$ cat config.mk
export PLATFORM = sky130hd
export DESIGN_NAME = ising_metropolis_site_update_unit
export DESIGN_NICKNAME = d
export VERILOG_FILES = /design/src/rtl/isu_pkg.sv /design/src/rtl/ising_metropolis_site_update_unit.sv
export SDC_FILE = /design/constraint.sdc
export NUM_CORES = 2
export LEC_CHECK = 0
export BUFFER_PORTS_ARGS = -buffer_cell sky130_fd_sc_hd__clkbuf_2
export CORE_ASPECT_RATIO = 1.75
export CORE_UTILIZATION = 63
export CTS_BUF_LIST = sky130_fd_sc_hd__clkbuf_16
export DETAILED_ROUTE_END_ITERATION = 10
export PLACE_DENSITY = 0.8
export SLEW_MARGIN = 0
export SYNTH_ARGS = -nofsm -noshare
export SYNTH_HDL_FRONTEND = slang
export SYNTH_SLANG_ARGS = --single-unit
$ cat constraint.sdc
create_clock -name clk -period 9.7 [get_ports clk]
set_input_delay 1.455 -clock clk [delete_from_list [all_inputs] [get_ports clk]]
set_output_delay 1.455 -clock clk [all_outputs]
set_load 0.005 [all_outputs]
$ cat src/rtl/isu_pkg.sv
// package: shared types and constants of the ising metropolis site update unit
`timescale 1ns / 1ps
`default_nettype none

package isu_pkg;

    localparam int ROW_W    = 5;
    localparam int CFG_W    = 16;
    localparam int CFG_IDX_W = 2;
    localparam int DE_W     = 5;
    localparam int ENERGY_W = 14;
    localparam int MAG_W    = 12;
    localparam int FRAC_W   = 16;
    localparam int SIDE_IN_W = 6;

    localparam logic [CFG_IDX_W-1:0] CFG_SIDE     = 2'd0;
    localparam logic [CFG_IDX_W-1:0] CFG_COUPLING = 2'd1;
    localparam logic [CFG_IDX_W-1:0] CFG_THR_FOUR = 2'd2;
    localparam logic [CFG_IDX_W-1:0] CFG_THR_EIGHT = 2'd3;

    localparam logic KIND_LOAD  = 1'b0;
    localparam logic KIND_TRIAL = 1'b1;

    localparam logic signed [ENERGY_W:0] ENERGY_MAX = 15'sd8191;
    localparam logic signed [ENERGY_W:0] ENERGY_MIN = -15'sd8192;

    typedef enum logic [1:0] {
        ST_CLEAR,
        ST_IDLE,
        ST_NEIGH,
        ST_CALC
    } isu_state_t;

endpackage

`default_nettype wire

$ cat src/rtl/ising_metropolis_site_update_unit.sv
// Metropolis site update for a square Ising lattice with periodic wrap.
// Input channel (in_valid / in_stall) carries one load or trial item per
// transfer; output channel (out_valid / out_stall) returns one result per item.
// The lattice is held as one row per memory word, two read ports, one write
// port, read data registered.
// A load reads its row, then modifies it and writes it back; a trial needs
// the two wrapped neighbour rows and the site row: three row reads over the
// two read ports, then the write-back.
// Loads and bad indexes go from IDLE straight to CALC; trials pass through
// NEIGH first. The result is registered when CALC completes.
// A finished result waits in the output register; the next item is taken
// meanwhile, but its write-back waits until the output register is free.
// After reset, and after every write of lattice_side, a clearing pass sets all
// spins down, one row a cycle, with in_stall held high.
// Configuration writes (cfg_write, cfg_index, cfg_data) are taken in any cycle.
`timescale 1ns / 1ps
`default_nettype none

module ising_metropolis_site_update_unit
    import isu_pkg::*;
#(
    parameter int MAX_SIDE    = 32,
    parameter int RANDOM_BITS = 16
)
(
    input  wire logic                        clk,
    input  wire logic                        rst_n,
    input  wire logic                        cfg_write,
    input  wire logic [CFG_IDX_W-1:0]        cfg_index,
    input  wire logic [CFG_W-1:0]            cfg_data,
    input  wire logic                        in_valid,
    output      logic                        in_stall,
    input  wire logic                        kind,
    input  wire logic [ROW_W-1:0]            row,
    input  wire logic [ROW_W-1:0]            column,
    input  wire logic                        spin_value,
    input  wire logic [FRAC_W-1:0]           random_fraction,
    output      logic                        out_valid,
    input  wire logic                        out_stall,
    output      logic                        flipped,
    output      logic                        spin_after,
    output      logic signed [DE_W-1:0]      energy_change,
    output      logic signed [ENERGY_W-1:0]  running_energy,
    output      logic signed [MAG_W-1:0]     magnetization,
    output      logic                        bad_index
);

    localparam int IDX_W      = (MAX_SIDE > 1) ? $clog2(MAX_SIDE) : 1;
    localparam int SIDE_W     = $clog2(MAX_SIDE + 1);
    localparam int RND_W      = (RANDOM_BITS < FRAC_W) ? RANDOM_BITS : FRAC_W;
    localparam int RESET_SIDE = (MAX_SIDE < 32) ? MAX_SIDE : 32;

    localparam logic [SIDE_W-1:0] SIDE_RESET = SIDE_W'(RESET_SIDE);
    localparam logic [MAG_W-1:0]  MAG_RESET  = MAG_W'(-(RESET_SIDE * RESET_SIDE));
    localparam logic [9:0]        SIDE_MIN10 = 10'd3;
    localparam logic [9:0]        SIDE_MAX10 = 10'(MAX_SIDE);
    localparam logic [IDX_W-1:0]  LAST_ROW   = IDX_W'(MAX_SIDE - 1);

    // configuration
    logic [SIDE_W-1:0]     side_reg;
    logic                  coupling_reg;
    logic [FRAC_W-1:0]     thr_four_reg;
    logic [FRAC_W-1:0]     thr_eight_reg;

    // block state
    isu_state_t            state_reg, state_next;
    logic [IDX_W-1:0]      clr_cnt_reg, clr_cnt_next;
    logic signed [ENERGY_W-1:0] esum_reg, esum_next;
    logic signed [MAG_W-1:0]    mag_reg, mag_next;

    // item held during its work
    logic                  kind_reg;
    logic                  bad_reg;
    logic                  sv_reg;
    logic [IDX_W-1:0]      row_reg;
    logic [IDX_W-1:0]      col_reg;
    logic [IDX_W-1:0]      cp_reg;
    logic [IDX_W-1:0]      cn_reg;
    logic [IDX_W-1:0]      rn_reg;
    logic [RND_W-1:0]      rnd_reg;
    logic                  nb_up_reg;

    // output register
    logic                  out_valid_reg;
    logic                  flipped_reg;
    logic                  spin_after_reg;
    logic signed [DE_W-1:0] de_reg;
    logic                  bad_out_reg;

    // lattice memory
    logic [MAX_SIDE-1:0]   lattice_mem [MAX_SIDE];
    logic [MAX_SIDE-1:0]   rd0_reg;
    logic [MAX_SIDE-1:0]   rd1_reg;
    logic                  rd0_en;
    logic                  rd1_en;
    logic [IDX_W-1:0]      rd0_addr;
    logic [IDX_W-1:0]      rd1_addr;
    logic                  mem_we;
    logic [IDX_W-1:0]      mem_waddr;
    logic [MAX_SIDE-1:0]   mem_wdata;

    // control
    logic                  in_xfer;
    logic                  side_wr;
    logic                  clr_last;
    logic                  calc_go;

    // configuration write decode
    logic [9:0]            side_in10;
    logic [9:0]            side_sat10;
    logic [17:0]           side_sq;
    logic [MAG_W-1:0]      mag_init;

    // input address decode
    logic [9:0]            side10;
    logic [9:0]            row10;
    logic [9:0]            col10;
    logic                  in_bad;
    logic [IDX_W-1:0]      row_i;
    logic [IDX_W-1:0]      col_i;
    logic [IDX_W-1:0]      rp_i;
    logic [IDX_W-1:0]      rn_i;
    logic [IDX_W-1:0]      cp_i;
    logic [IDX_W-1:0]      cn_i;
    logic [IDX_W-1:0]      side_m1;

    // site calculation
    logic                  s_bit;
    logic [2:0]            aligned;
    logic [2:0]            k_cnt;
    logic signed [DE_W-1:0] de_calc;
    logic                  accept;
    logic                  new_bit;
    logic                  res_flip;
    logic                  res_spin;
    logic signed [DE_W-1:0] res_de;
    logic signed [ENERGY_W:0] esum_sum;

    assign in_xfer  = in_valid && !in_stall;
    assign side_wr  = cfg_write && (cfg_index == CFG_SIDE);
    assign clr_last = (clr_cnt_reg == LAST_ROW);
    assign calc_go  = !out_valid_reg || !out_stall;

    always_comb
    begin
        side_in10 = {4'b0000, cfg_data[SIDE_IN_W-1:0]};
        if (side_in10 < SIDE_MIN10)
        begin
            side_sat10 = SIDE_MIN10;
        end
        else if (side_in10 > SIDE_MAX10)
        begin
            side_sat10 = SIDE_MAX10;
        end
        else
        begin
            side_sat10 = side_in10;
        end
        side_sq  = 18'(side_sat10[8:0]) * 18'(side_sat10[8:0]);
        mag_init = MAG_W'(18'd0 - side_sq);
    end

    always_comb
    begin
        side10  = 10'(side_reg);
        row10   = 10'(row);
        col10   = 10'(column);
        in_bad  = (row10 >= side10) || (col10 >= side10);
        row_i   = row10[IDX_W-1:0];
        col_i   = col10[IDX_W-1:0];
        side_m1 = IDX_W'(side10 - 10'd1);
        rp_i    = (row_i == '0) ? side_m1 : IDX_W'(row10 - 10'd1);
        rn_i    = ((row10 + 10'd1) >= side10) ? '0 : IDX_W'(row10 + 10'd1);
        cp_i    = (col_i == '0) ? side_m1 : IDX_W'(col10 - 10'd1);
        cn_i    = ((col10 + 10'd1) >= side10) ? '0 : IDX_W'(col10 + 10'd1);
    end

    // next state
    always_comb
    begin
        state_next = state_reg;
        unique case (state_reg)
            ST_CLEAR:
            begin
                if (clr_last)
                begin
                    state_next = ST_IDLE;
                end
            end
            ST_IDLE:
            begin
                if (in_valid)
                begin
                    state_next = (kind == KIND_TRIAL && !in_bad) ? ST_NEIGH : ST_CALC;
                end
            end
            ST_NEIGH:
            begin
                state_next = ST_CALC;
            end
            ST_CALC:
            begin
                if (calc_go)
                begin
                    state_next = ST_IDLE;
                end
            end
            default:
            begin
                state_next = ST_CLEAR;
            end
        endcase
        if (side_wr)
        begin
            state_next = ST_CLEAR;
        end
    end

    // state outputs
    always_comb
    begin
        in_stall  = 1'b1;
        rd0_en    = 1'b0;
        rd1_en    = 1'b0;
        rd0_addr  = rp_i;
        rd1_addr  = row_i;
        mem_we    = 1'b0;
        mem_waddr = row_reg;
        unique case (state_reg)
            ST_CLEAR:
            begin
                mem_we    = 1'b1;
                mem_waddr = clr_cnt_reg;
            end
            ST_IDLE:
            begin
                in_stall = 1'b0;
                rd0_en   = in_valid;
                rd1_en   = in_valid;
            end
            ST_NEIGH:
            begin
                rd0_en   = 1'b1;
                rd0_addr = rn_reg;
            end
            ST_CALC:
            begin
                mem_we = calc_go && !bad_reg && ((kind_reg == KIND_LOAD) || accept);
            end
            default:
            begin
                in_stall = 1'b1;
            end
        endcase
    end

    // site calculation from the registered rows
    always_comb
    begin
        s_bit   = rd1_reg[col_reg];
        aligned = 3'(nb_up_reg ~^ s_bit) + 3'(rd0_reg[col_reg] ~^ s_bit)
                + 3'(rd1_reg[cp_reg] ~^ s_bit) + 3'(rd1_reg[cn_reg] ~^ s_bit);
        k_cnt   = coupling_reg ? (3'd4 - aligned) : aligned;
        de_calc = $signed({k_cnt, 2'b00}) - 5'sd8;
        priority if (k_cnt <= 3'd2)
        begin
            accept = 1'b1;
        end
        else if (k_cnt == 3'd3)
        begin
            accept = rnd_reg < thr_four_reg[RND_W-1:0];
        end
        else
        begin
            accept = rnd_reg < thr_eight_reg[RND_W-1:0];
        end
        new_bit   = (kind_reg == KIND_LOAD) ? sv_reg : (accept ? !s_bit : s_bit);
        mem_wdata = rd1_reg;
        mem_wdata[col_reg] = new_bit;
        if (state_reg == ST_CLEAR)
        begin
            mem_wdata = '0;
        end
        priority if (bad_reg)
        begin
            res_flip = 1'b0;
            res_spin = 1'b0;
            res_de   = '0;
        end
        else if (kind_reg == KIND_LOAD)
        begin
            res_flip = 1'b0;
            res_spin = sv_reg;
            res_de   = '0;
        end
        else
        begin
            res_flip = accept;
            res_spin = new_bit;
            res_de   = de_calc;
        end
        esum_sum = $signed({esum_reg[ENERGY_W-1], esum_reg}) + (ENERGY_W + 1)'(de_calc);
    end

    // running energy and magnetization
    always_comb
    begin
        esum_next = esum_reg;
        mag_next  = mag_reg;
        if (side_wr)
        begin
            esum_next = '0;
            mag_next  = mag_init;
        end
        else if (state_reg == ST_CALC && calc_go && !bad_reg)
        begin
            if (kind_reg == KIND_LOAD)
            begin
                esum_next = '0;
                if (sv_reg && !s_bit)
                begin
                    mag_next = mag_reg + 12'sd2;
                end
                else if (!sv_reg && s_bit)
                begin
                    mag_next = mag_reg - 12'sd2;
                end
            end
            else if (accept)
            begin
                mag_next = s_bit ? (mag_reg - 12'sd2) : (mag_reg + 12'sd2);
                if (esum_sum > ENERGY_MAX)
                begin
                    esum_next = ENERGY_MAX[ENERGY_W-1:0];
                end
                else if (esum_sum < ENERGY_MIN)
                begin
                    esum_next = ENERGY_MIN[ENERGY_W-1:0];
                end
                else
                begin
                    esum_next = esum_sum[ENERGY_W-1:0];
                end
            end
        end
    end

    always_comb
    begin
        clr_cnt_next = '0;
        if (state_reg == ST_CLEAR && !side_wr && !clr_last)
        begin
            clr_cnt_next = clr_cnt_reg + 1'b1;
        end
    end

    // control registers
    always_ff @(posedge clk or negedge rst_n)
    begin
        if (!rst_n)
        begin
            state_reg     <= ST_CLEAR;
            clr_cnt_reg   <= '0;
            side_reg      <= SIDE_RESET;
            coupling_reg  <= 1'b0;
            thr_four_reg  <= '0;
            thr_eight_reg <= '0;
            esum_reg      <= '0;
            mag_reg       <= MAG_RESET;
            out_valid_reg <= 1'b0;
        end
        else
        begin
            state_reg   <= state_next;
            clr_cnt_reg <= clr_cnt_next;
            esum_reg    <= esum_next;
            mag_reg     <= mag_next;
            if (cfg_write)
            begin
                unique case (cfg_index)
                    CFG_SIDE:      side_reg      <= SIDE_W'(side_sat10);
                    CFG_COUPLING:  coupling_reg  <= cfg_data[0];
                    CFG_THR_FOUR:  thr_four_reg  <= cfg_data;
                    CFG_THR_EIGHT: thr_eight_reg <= cfg_data;
                    default:       coupling_reg  <= coupling_reg;
                endcase
            end
            if (state_reg == ST_CALC && calc_go)
            begin
                out_valid_reg <= 1'b1;
            end
            else if (!out_stall)
            begin
                out_valid_reg <= 1'b0;
            end
        end
    end

    // item and result payload
    always_ff @(posedge clk)
    begin
        if (in_xfer)
        begin
            kind_reg <= kind;
            bad_reg  <= in_bad;
            sv_reg   <= spin_value;
            row_reg  <= row_i;
            col_reg  <= col_i;
            cp_reg   <= cp_i;
            cn_reg   <= cn_i;
            rn_reg   <= rn_i;
            rnd_reg  <= random_fraction[RND_W-1:0];
        end
        if (state_reg == ST_NEIGH)
        begin
            nb_up_reg <= rd0_reg[col_reg];
        end
        if (state_reg == ST_CALC && calc_go)
        begin
            flipped_reg    <= res_flip;
            spin_after_reg <= res_spin;
            de_reg         <= res_de;
            bad_out_reg    <= bad_reg;
        end
    end

    // lattice rows
    always_ff @(posedge clk)
    begin
        if (mem_we)
        begin
            lattice_mem[mem_waddr] <= mem_wdata;
        end
        if (rd0_en)
        begin
            rd0_reg <= lattice_mem[rd0_addr];
        end
        if (rd1_en)
        begin
            rd1_reg <= lattice_mem[rd1_addr];
        end
    end

    assign out_valid      = out_valid_reg;
    assign flipped        = flipped_reg;
    assign spin_after     = spin_after_reg;
    assign energy_change  = de_reg;
    assign running_energy = esum_reg;
    assign magnetization  = mag_reg;
    assign bad_index      = bad_out_reg;

`ifndef SYNTHESIS
    a_trial_reads_neighbours: assert property (@(posedge clk) disable iff (!rst_n)
        (in_xfer && kind == KIND_TRIAL && !in_bad && !side_wr) |=> (state_reg == ST_NEIGH))
        else $error("trial transfer did not start the neighbour row read");

    a_side_write_clears: assert property (@(posedge clk) disable iff (!rst_n)
        side_wr |=> (state_reg == ST_CLEAR && clr_cnt_reg == '0))
        else $error("lattice side write did not restart the clearing pass");

    a_clear_count_idle: assert property (@(posedge clk) disable iff (!rst_n)
        (state_reg != ST_CLEAR) |-> (clr_cnt_reg == '0))
        else $error("clearing counter moved outside the clearing pass");

    a_bad_no_flip: assert property (@(posedge clk) disable iff (!rst_n)
        (out_valid_reg && bad_out_reg) |-> (!flipped_reg && !spin_after_reg && de_reg == '0))
        else $error("ignored item reported a spin change");

    a_energy_step: assert property (@(posedge clk) disable iff (!rst_n)
        out_valid_reg |-> (de_reg[1:0] == 2'b00))
        else $error("energy change is not a multiple of four");
`endif

endmodule

`default_nettype wire

==> impl_metrics.xml <==
<?xml version="1.0" encoding="UTF-8"?>
<metrics>
  <group name="pwr">
    <metric name="p_per_area" unit="nW/um^2">292</metric>
    <metric name="power.ir.vdd_worst" unit="mV">0.410</metric>
    <metric name="pwr-share-comb" unit="">0.391</metric>
    <metric name="internal_power" unit="uW">11800</metric>
    <metric name="power.leakage" unit="uW">0.0214</metric>
    <metric name="seq_power_share" unit="">0.371</metric>
    <metric name="p_switching" unit="uW">7010</metric>
    <metric name="switching_share" unit="">0.372</metric>
    <metric name="power.share.clock" unit="">0.238</metric>
  </group>
  <group name="setup_path">
    <metric name="timing.critical_path.from_type" unit="">register</metric>
    <metric name="critPathArrivalTime" unit="ns">8.30</metric>
    <metric name="timing.critical_path.required" unit="ns">10.03</metric>
    <metric name="worstSetupEndpointType" unit="">register</metric>
    <metric name="crit-reg2reg-launch" unit="">col_reg[0]</metric>
    <metric name="crit_path_max_fanout" unit="">32</metric>
    <metric name="timing.critical_path.from" unit="">col_reg[0]</metric>
    <metric name="category_of_the_critical_setup_timing_path" unit="">reg2reg</metric>
    <metric name="timing.reg2reg.setup_slack" unit="ns">1.73</metric>
  </group>
  <group name="sta">
    <metric name="fin_ws" unit="ns">1.73</metric>
    <metric name="hold-worst-slack" unit="ns">0.490</metric>
    <metric name="totalNegativeSetupSlack" unit="ns">0</metric>
    <metric name="report.final.setup_viol" unit="">0</metric>
    <metric name="unrepaired_setup_endpoints_after_global_routing" unit="">false</metric>
    <metric name="max_fclk" unit="MHz">125</metric>
    <metric name="maxSlewHeadroom" unit="">-0.0200</metric>
    <metric name="report.final.slew_viol_count" unit="">2</metric>
    <metric name="tightest_slew" unit="ns">1.52</metric>
    <metric name="layout_min_cycle_time" unit="ns">7.97</metric>
    <metric name="clock-skew-final" unit="ns">0.0314</metric>
    <metric name="final_hold_violations" unit="">0</metric>
    <metric name="min_period_over_period" unit="">0.822</metric>
  </group>
  <group name="floorplanning">
    <metric name="fp.dieArea" unit="um^2">94500</metric>
    <metric name="floorplan.initialDensity" unit="">0.638</metric>
    <metric name="die_h" unit="um">406</metric>
    <metric name="core.rowCount" unit="">147</metric>
    <metric name="die_width" unit="um">233</metric>
    <metric name="core_region_area" unit="um^2">92000</metric>
    <metric name="io_pins" unit="">87</metric>
  </group>
  <group name="clock_network">
    <metric name="clock_tree.buffer_depth" unit="">3</metric>
    <metric name="clock_network_latency_to_the_later_pin_of_the_worst_skew_pair" unit="ns">0.74</metric>
    <metric name="cts_post_setup_buffers_inserted" unit="">0</metric>
    <metric name="cts_repair_resize_count" unit="">0</metric>
    <metric name="clock-root-buffer" unit="">clkbuf_16</metric>
    <metric name="numClockSinks" unit="">1211</metric>
    <metric name="number_of_buffers_inserted_by_hold_repair_at_cts" unit="">0</metric>
    <metric name="tritoncts.num_buffers" unit="">103</metric>
    <metric name="clk_pin_slew" unit="ns">0.07</metric>
    <metric name="cts_tree" unit="">built</metric>
    <metric name="cts_htree_levels" unit="">3</metric>
  </group>
  <group name="routing">
    <metric name="routed_wl" unit="um">173000</metric>
    <metric name="dr_vias_cell" unit="">7.56</metric>
    <metric name="detailedRoute.firstPassIterationCount" unit="">6</metric>
    <metric name="dr_total_vias" unit="">37700</metric>
    <metric name="wl_met1" unit="um">51600</metric>
    <metric name="highest_metal_used" unit="">met5</metric>
    <metric name="drc" unit="">0</metric>
    <metric name="route.met2.wl" unit="um">84700</metric>
    <metric name="routedWlPerCell" unit="um">34.7</metric>
    <metric name="route.met3.wl" unit="um">21100</metric>
    <metric name="drtAntennaViolNets" unit="">0</metric>
    <metric name="detail_route.iter0.violations" unit="">5336</metric>
  </group>
  <group name="synth">
    <metric name="synth.avg_cell_area" unit="um^2">16.0</metric>
    <metric name="ys_seq_area_frac" unit="">0.613</metric>
    <metric name="main_combinational_cell_family_by_area_after_synthesis" unit="">multiplexers</metric>
    <metric name="ys_async_sr_fraction" unit="">0.0595</metric>
    <metric name="post_synth_xor_area_fraction" unit="">0.00716</metric>
    <metric name="synth.cell_area" unit="um^2">58700</metric>
    <metric name="number_of_instances_in_the_synthesized_netlist" unit="">3668</metric>
    <metric name="synth_adder_area_share" unit="">0.0272</metric>
    <metric name="synthDistinctLibCells" unit="">72</metric>
    <metric name="muxShareOfSynthArea" unit="">0.200</metric>
    <metric name="ys_dominant_reg_cell" unit="">edfxtp_1</metric>
    <metric name="synth_edf_count" unit="">1139</metric>
    <metric name="ys_warn_count" unit="">0</metric>
    <metric name="yosys_register_bits" unit="">1211</metric>
    <metric name="synth_simple_gate_area_frac" unit="">0.0578</metric>
    <metric name="synth_compound_area_frac" unit="">0.0709</metric>
  </group>
  <group name="layout">
    <metric name="most_used_cells_in_the_layout_excluding_fill_and_tap_cells" unit="">1139 x edfxtp_1, 480 x mux4_2, 448 x nand2_1</metric>
    <metric name="nets" unit="">3878</metric>
    <metric name="layout.cells.most_common" unit="">edfxtp_1</metric>
    <metric name="layout-drive-gt1-share" unit="">0.256</metric>
    <metric name="area.growth.synth_to_final" unit="%">9.78</metric>
    <metric name="flip_flop_count_of_the_largest_register_all_copies_and_words_added" unit="">1024</metric>
  </group>
  <group name="worst_hold_path">
    <metric name="hp-class" unit="">reg2reg</metric>
    <metric name="timing.hold.worst.start" unit="">magnetization[0]</metric>
  </group>
  <group name="global_route">
    <metric name="grt_max_degree" unit="">168</metric>
    <metric name="groute.usage.overall" unit="">0.375</metric>
    <metric name="first_pass_grt_wire_length" unit="um">251000</metric>
    <metric name="globalRouteOverflowTotal" unit="">0</metric>
    <metric name="antenna_found_initial" unit="">2</metric>
    <metric name="grt_pass1_vias" unit="">38100</metric>
  </group>
  <group name="placement">
    <metric name="detailedPlace.worstSlack" unit="ns">2.03</metric>
    <metric name="portBuffers" unit="">84</metric>
    <metric name="gp_congestion" unit="">0.973</metric>
    <metric name="place_hpwl" unit="um">106000</metric>
  </group>
  <group name="job">
    <metric name="drv.max_cap_violation_count" unit="">1</metric>
  </group>
  <group name="outcome">
    <metric name="run_status" unit="">finished, violations left</metric>
    <metric name="failed_checks" unit="">capacitance limit, slew limit</metric>
  </group>
</metrics>
[final timing paths]
| check | depth (start not counted) | end |
|---|---|---|
| worst min register to register | 1 | magnetization[0] |
| worst max register to register | 19 | lattice_mem[26][19] |
| min in group asynchronous | 1 | running_energy[6] |
| worst max-delay path | 19 | lattice_mem[26][19] |
| max in group asynchronous | 2 | thr_four_reg[5] |
| worst min-delay path | 1 | magnetization[0] |
[through the flow]
step / util / area, um^2 / instances / total power, uW
3_3_place_gp: 0.661 / 60800 / 4793 / 14000
5_1_grt: 0.701 / 64400 / 4986 / 19400
3_5_place_dp: 0.661 / 60800 / 4793 / 14200
2_1_floorplan: - / 58700 / 3675 / 11900
6_report: 0.701 / 64400 / 4987 / 18800
4_1_cts: 0.701 / 64400 / 4985 / 18600
[cells in the mapped netlist (all sizes together), types with 37 or more instances]
library cell	count	share of area
inv	96	0.0061
o21ai	102	0.0089
edfxtp	1139	0.58
a21oi	176	0.015
ha	110	0.023
nor2b	61	0.0065
nor3	50	0.0043
dfrtp	69	0.029
xnor2	37	0.0055
o22ai	69	0.0074
nand2	456	0.029
mux2	66	0.013
clkbuf	161	0.010
nor2	85	0.0054
mux4	480	0.18
buf	93	0.0073
a32oi	129	0.019
[layer usage]
layer / up-vias / GRT usage
met5: - / 0
met4: 2 / 0.290
met3: 780 / 0.0915
met2: 3170 / 0.603
met1: 18800 / 0.432
li1: 14900 / -
[critical path, cell delays in order (launching register included)]
cell and delay, ns:
edfxtp_1 0.93, buf_4 0.34, mux4_2 0.51, nor2b_1 0.14, nor4_1 0.48, nand2_1 0.24
xnor2_1 0.20, fa_1 0.51, inv_1 0.04, ha_1 0.17, ha_1 0.36, nor3b_1 0.26
xnor2_1 0.10, ha_1 0.18, a21oi_1 0.15, o31ai_1 0.13, nor2_1 0.58, xnor2_1 0.40
a2111o_1 0.75, o21ai_2 1.06
[cell type report]
| type | instances | area [um^2] |
|---|---|---|
| clock buffers | 104 | 2600 |
| repair buffers | 180 | 1260 |
| multi-input cells | 2114 | 21700 |
| diodes | 2 | 5.00 |
| inverters | 96 | 360 |
| flip-flops and latches | 1211 | 36000 |
| fillers | 5505 | 27500 |
| well taps | 1192 | 1490 |
| clock inverters | 88 | 1030 |
[logic make-up after synthesis]
kind of cell | count (synthesis)
buffers and inverters | 350
AND/OR/NAND/NOR | 759
multiplexers | 563
flip-flops | 1211
other | 2
AO/OA/AOI/OAI | 614
adder cells (fa/ha/maj) | 121
XOR/XNOR | 48
[power groups by stage]
| stage | clock [uW] | sequential [uW] | combinational, uW |
|---|---|---|---|
| after CTS | 4490 | 6980 | 7190 |
| after global placement | 0 | 7060 | 6980 |
| after detailed placement | 0 | 7080 | 7110 |
| final | 4490 | 6980 | 7370 |
| after global routing | 4660 | 7010 | 7770 |
| after floorplan | 0 | 7000 | 4880 |
(Power assumes the default switching activity.)
